### src/rtl/core/smv_pkg.sv
// ----------------------------------------------------------------------------
// smv_pkg - shared types and constants
// Field widths, commands, product modes and the controller/datapath signals.
// ----------------------------------------------------------------------------
package smv_pkg;

    localparam int VECTOR_DEPTH = 1024;
    localparam int ADDR_W       = $clog2(VECTOR_DEPTH);
    localparam int POS_W        = 10;
    localparam int DATA_W       = 32;

    typedef enum logic [1:0] {
        CMD_WRITE_VECTOR = 2'd0,
        CMD_WRITE_RESULT = 2'd1,
        CMD_ENTRY        = 2'd2,
        CMD_READ_RESULT  = 2'd3
    } t_cmd;

    localparam logic [1:0] MODE_PLAIN = 2'd0;
    localparam logic [1:0] MODE_TRANS = 2'd1;
    localparam logic [1:0] MODE_SYM   = 2'd2;
    localparam logic [1:0] MODE_OFF   = 2'd3;

    localparam logic [0:0] CFG_MODE  = 1'b0;
    localparam logic [0:0] CFG_SCALE = 1'b1;
    localparam logic [DATA_W-1:0] SCALE_RESET = 32'sd65536;

    typedef struct packed {
        logic [1:0]        command;
        logic [POS_W-1:0]  row;
        logic [POS_W-1:0]  column;
        logic [DATA_W-1:0] value;
    } t_in;

    typedef struct packed {
        logic [POS_W-1:0]  result_index;
        logic [DATA_W-1:0] result_value;
    } t_out;

    // controller -> datapath
    typedef struct packed {
        logic load;    // capture input item
        logic rd;      // issue store reads for one update
        logic swap;    // 0: target row/source column, 1: target column/source row
        logic mul1;    // capture first product
        logic mul2;    // capture second product
        logic wr;      // write back result
        logic rdout;   // issue result read for readback
        logic outld;   // capture output register
    } t_cmd_bus;

    function automatic logic [DATA_W-1:0] sat_shift(input logic signed [63:0] p);
        logic signed [47:0] s;
        s = 48'(p >>> 16);
        if (s > 48'sh7FFFFFFF)       sat_shift = 32'h7FFFFFFF;
        else if (s < -48'sh80000000) sat_shift = 32'h80000000;
        else                          sat_shift = s[31:0];
    endfunction

endpackage

### src/rtl/core/smv_ctrl.sv
// ----------------------------------------------------------------------------
// smv_ctrl - command sequencer
// Decodes each item and steps the datapath through reads, two multiplies
// and the write-back, once or twice per matrix entry.
// ----------------------------------------------------------------------------
module smv_ctrl import smv_pkg::*; (
    input  logic       i_clk,
    input  logic       i_rst_n,
    input  logic       i_in_valid,
    input  t_in        i_item,
    input  logic [1:0] i_mode,
    input  logic       i_same_pos,
    input  logic       i_out_stall,
    output logic       o_in_stall,
    output logic       o_out_valid,
    output t_cmd_bus   o_ctl
);
    typedef enum logic [2:0] {S_IDLE, S_RD, S_MUL1, S_MUL2, S_WR, S_OUTRD, S_OUTLD}
        t_state;
    t_state r_state;
    logic   r_swap, r_second, r_out_valid;
    logic   accept, sym_more;
    t_cmd   cmd;

    assign cmd        = t_cmd'(i_item.command);
    assign o_in_stall = (r_state != S_IDLE) || (r_out_valid && i_out_stall);
    assign accept     = i_in_valid && !o_in_stall;
    assign o_out_valid = r_out_valid;

    always_comb begin
        o_ctl       = '0;
        o_ctl.load  = accept;
        o_ctl.swap  = r_swap;
        o_ctl.rd    = (r_state == S_RD);
        o_ctl.mul1  = (r_state == S_MUL1);
        o_ctl.mul2  = (r_state == S_MUL2);
        o_ctl.wr    = (r_state == S_WR);
        o_ctl.rdout = (r_state == S_OUTRD);
        o_ctl.outld = (r_state == S_OUTLD);
    end

    // mirrored update only off the diagonal
    assign sym_more = !r_second && (i_mode == MODE_SYM) && !i_same_pos;

    always_ff @(posedge i_clk) begin
        if (!i_rst_n) begin
            r_state     <= S_IDLE;
            r_swap      <= 1'b0;
            r_second    <= 1'b0;
            r_out_valid <= 1'b0;
        end else begin
            if (r_out_valid && !i_out_stall) begin
                r_out_valid <= 1'b0;
            end
            unique case (r_state)
                S_IDLE: begin
                    if (accept) begin
                        r_second <= 1'b0;
                        r_swap   <= (i_mode == MODE_TRANS);
                        if (cmd == CMD_ENTRY && i_mode != MODE_OFF) begin
                            r_state <= S_RD;
                        end else if (cmd == CMD_READ_RESULT) begin
                            r_state <= S_OUTRD;
                        end
                    end
                end
                S_RD:   r_state <= S_MUL1;
                S_MUL1: r_state <= S_MUL2;
                S_MUL2: r_state <= S_WR;
                S_WR: begin
                    if (sym_more) begin
                        r_second <= 1'b1;
                        r_swap   <= 1'b1;
                        r_state  <= S_RD;
                    end else begin
                        r_state <= S_IDLE;
                    end
                end
                S_OUTRD: r_state <= S_OUTLD;
                S_OUTLD: begin
                    r_out_valid <= 1'b1;
                    r_state     <= S_IDLE;
                end
                default: r_state <= S_IDLE;
            endcase
        end
    end
endmodule

### config.mk
export PLATFORM = sky130hd
export DESIGN_NAME = smv_ctrl
export DESIGN_NICKNAME = d
export VERILOG_FILES = /design/src/rtl/core/smv_pkg.sv /design/src/rtl/core/smv_ctrl.sv
export SDC_FILE = /design/constraint.sdc
export NUM_CORES = 1
export LEC_CHECK = 0
export BUFFER_PORTS_ARGS = -buffer_cell sky130_fd_sc_hd__buf_4
export CAP_MARGIN = 20
export CORE_MARGIN = 5
export CORE_UTILIZATION = 27
export CTS_CLUSTER_SIZE = 25
export DETAILED_ROUTE_END_ITERATION = 6
export PLACE_DENSITY = 0.83
export SLEW_MARGIN = 30
export SYNTH_ARGS = -nofsm -noshare
export SYNTH_HDL_FRONTEND = slang
export SYNTH_SLANG_ARGS = --single-unit
### constraint.sdc
create_clock -name i_clk -period 3.5 [get_ports i_clk]
set_clock_uncertainty 0.05 [all_clocks]
set_input_delay 0.875 -clock i_clk [delete_from_list [all_inputs] [get_ports i_clk]]
set_output_delay 0.875 -clock i_clk [all_outputs]
set_load 0.02 [all_outputs]
; Word level (Yosys, flattened, before mapping)
; Index checks and enable logic that the tools add are counted.
[totals]
ff_bits = 6
elab_cells = 47
input_bits = 61
[classes]
muxes = 12
n_reduce_logical = 17
eq_ne = 14
[ops]
columns = cell, count
row1 = case mux 3 bit (6 select lines), 1
row2 = equality test 3 bit (second input constant), 3
row3 = 2-to-1 mux 3 bit, 3
row4 = equality test 2 bit (second input constant), 3
row5 = equality test 3 x 2 -> 1 bit (second input constant), 2
row6 = logical AND 1 bit, 6
row7 = 2-to-1 mux 1 bit, 6
row8 = zero test 1 bit, 4
row9 = != test 2 bit (second input constant), 2
row10 = case mux 1 bit (2 select lines), 2
row11 = nonzero test 2 bit, 2
row12 = equality test 3 x 1 -> 1 bit (second input constant), 1
row13 = zero test 3 bit, 1
row14 = != test 3 bit (second input constant), 1
row15 = AND reduction 3 bit, 1
row16 = nonzero test 3 bit, 1
row17 = equality test 2 x 1 -> 1 bit (second input constant), 1
row18 = != test 2 x 1 -> 1 bit (second input constant), 1
row19 = AND reduction 2 bit, 1
row20 = logical OR 1 bit, 1

; Depth between registers and ports, before layout
[logic_depth]
depth_word = 6
depth_mapped = 4
ltp_nobuf = 3

; Worst setup path after synthesis
; No wires, ideal clock.
[synth_timing]
kind = input -> output
from = input i_in_valid
to = output o_ctl[7] (netlist bit)
t_arrival_ns = 1.523
cell_stages = 3
setup_slack_ns = 1.052
n_path_buf = 1
t_required_ns = 2.575
cell_sequence = a21boi_0 and2_1 buf_4
[synth_between]
elab_chain_cells = 1
[synth_lines]
columns = element, line
row1 = from (decl), smv_ctrl.sv:9  ; input logic i_in_valid,
row2 = logical AND 1 bit, smv_ctrl.sv:27  ; assign accept = i_in_valid && !o_in_stall;
row3 = to (decl), smv_ctrl.sv:16  ; output t_cmd_bus o_ctl
; No other way between the ends.

==> impl_metrics.py <==
metrics = {
    "logic_synthesis": {
        "synthArstFlopShare_pct": 0,
        "synth_common_cells": "6 x dfxtp_1, 4 x o21a_1, 3 x and2_1",
        "syn_inst": 42,
        "synthTopCellsByArea": "dfxtp_1 31%, o21a_1 7.8%, and2_1 4.9%",
        "synth_fp_nets": 103,
        "syn_area_sq_um": 384,
        "yosys_most_used_dff": "dfxtp_1",
        "ys_ff_latch": 6,
        "synth_most_common_cell": "dfxtp_1",
        "synth_area_leader_cell": "dfxtp_1",
        "ys_seq_area_share_pct": 31.3,
        "ys_types": 25,
        "synth_edf_count": 0,
        "yosysWarnings": 0,
        "yosysTopAreaCellShare_pct": 31.3,
        "avgSynthCellArea_sq_um": 9.15,
    },
    "cts": {
        "cts-root-buf": "clkbuf_4",
        "cts.sinks": 6,
        "cts_tree": "done",
        "clock_path_buffers": 2,
        "insertion_delay_ps": 250,
        "cts_resized": 0,
        "hold_buffers": 0,
        "h-tree-depth": 1,
        "cts_made_buffers": 3,
        "clk_pin_slew_ps": 50,
        "post-cts-setup-buffers": 0,
    },
    "floorplan": {
        "fp.dieW_um": 47.7,
        "initial_core_util_pct": 29.2,
        "fp.dieH_um": 47.7,
        "fp-row-count": 13,
        "ios": 71,
        "dieArea_sq_um": 2280,
        "coreArea_sq_um": 1320,
    },
    "grt": {
        "grt_max_degree": 11,
        "grtUsageTotal_pct": 9.47,
        "globalRouteOverflowTotal": 0,
        "grt_pass1_wl_mm": 1.46,
        "grt_pass1_vias": 341,
        "antenna_found_initial": 0,
    },
    "sta": {
        "setup_viol": 0,
        "fmax_mhz": 371,
        "hold_viol": 0,
        "period_needed_ps": 2700,
        "worst_pin_slew_ps": 495,
        "setup_ws_ps": 804,
        "rsz0062_at_grt": "false",
        "fin_setup_tns_ps": 0,
        "drv_slew": 0,
        "fin_crit_sh_pct": 77.0,
        "max_slew_margin_pct": 66.7,
    },
    "final_layout": {
        "fillers": 141,
        "syn2layout_area_growth_pct": 38.4,
        "multi_input_area_sq_um": 231,
        "seqCellArea_sq_um": 120,
        "final_cells": 73,
        "final_layout_size_suffix_gt1_share_pct": 43.1,
        "antenna-diode-count": 0,
        "num-nets-final": 121,
        "utilization_pct": 40.4,
    },
    "route": {
        "vias_per_cell": 4.85,
        "ant_nets": 0,
        "drt-wirelength-per-cell_um": 12.0,
        "drtIter0Drc": 1,
        "wl_met1_um": 431,
        "vias": 354,
        "wl_met2_um": 316,
        "drt-total-wl_um": 877,
        "first_pass_iters": 2,
        "route.met3.wl_um": 102,
        "drcViolationCount": 0,
        "highest-signal-layer": "met4",
    },
    "place": {
        "io_buffers": 18,
        "pre_cts_slack_ps": 816,
        "dp_hpwl_um": 715,
        "dp_cells": 70,
        "gp_congestion": 0.765,
    },
    "critical_path": {
        "critPathArrivalTime_ps": 1770,
        "reg2reg_setup_slack_ps": 1950,
        "critPathKind": "primary input to output port",
        "end_kind": "output port",
        "required_ps": 2570,
        "cp-start-kind": "primary input",
        "crit_path_max_fanout": 5,
    },
    "power": {
        "peakVddDrop_mv": 0.289,
        "powerDensity_nw_per_um2": 588,
        "power_leakage_nw": 0.243,
        "finalPower_w": 0.000313,
    },
    "hold_path": {
        "min_path_type": "flop to flop",
    },
    "outcome": {
        "outcome": "complete, no violations",
    },
    "run": {
        "cap_viol_max_count": 0,
    },
}
## metal layers
metal  vias to the layer above  GRT usage, %
met1                       148          12.9
met3                         5          5.26
met4                         0          6.45
met2                        20          10.8
li1                        181             -
met5                         -             0
## final timing paths
kind	endpoint	startpoint	cells after the start
setup / recovery	o_ctl[7]	i_out_stall	4
hold / removal	r_swap$_SDFFE_PN0P_	r_swap$_SDFFE_PN0P_	1
setup reg to reg	r_state[0]$_SDFFE_PN0P_	r_state[1]$_SDFFE_PN0P_	3
hold reg to reg	r_swap$_SDFFE_PN0P_	r_swap$_SDFFE_PN0P_	1
## critical path, stage by stage
cell and delay, ps:
buf_4 110, a21boi_0 420, and2_1 220, buf_4 140
## sequential cells by signal, summed over array words and instances, names as in the netlist
register     cells
r_second         1
r_swap           1
o_out_valid      1
r_state          3
## cell usage in the layout, fill, tap and decap left out
cell / instances
buf_4: 18
dfxtp_1: 6
o21a_1: 4
and2_1: 3
clkbuf_4: 3
nor3b_1: 2
nand2_1: 2
nor2b_1: 2
a21boi_0: 2
nand4_1: 2
and3b_1: 1
nor2_1: 1
nor3_2: 1
nand2b_1: 1
xor2_1: 1
inv_1: 1
a21oi_1: 1
or4b_4: 1
nor4b_2: 1
or2b_1: 1
nand4b_1: 1
o311a_1: 1
nand3b_1: 1
a2111oi_2: 1
## cell families after synthesis
group / Yosys count / share of synthesized area, %
flip-flops: 6 / 31.3
AO/OA/AOI/OAI: 9 / 19.5
AND/OR/NAND/NOR: 20 / 38.4
buffers and inverters: 6 / 8.47
XOR/XNOR: 1 / 2.28
## per-stage QoR
stage,hold WS [ps],area (sq um)
global route,489,532
detailed placement,457,509
global placement,451,509
floorplan,435,384
CTS,471,532
finish,467,532
## power breakdown
part           internal, W  switching (W)
sequential       0.0000809      0.0000250
combinational    0.0000666      0.0000739
clock            0.0000389      0.0000274
## area by class of cell
type	count	area share, %
multi-input combinational	30	43.5
timing repair buffer	18	25.4
sequential	6	22.6
clock buffer	3	4.24
tap	15	3.53
inverter	1	0.706
No activity file was read; power rests on OpenSTA's default activity.
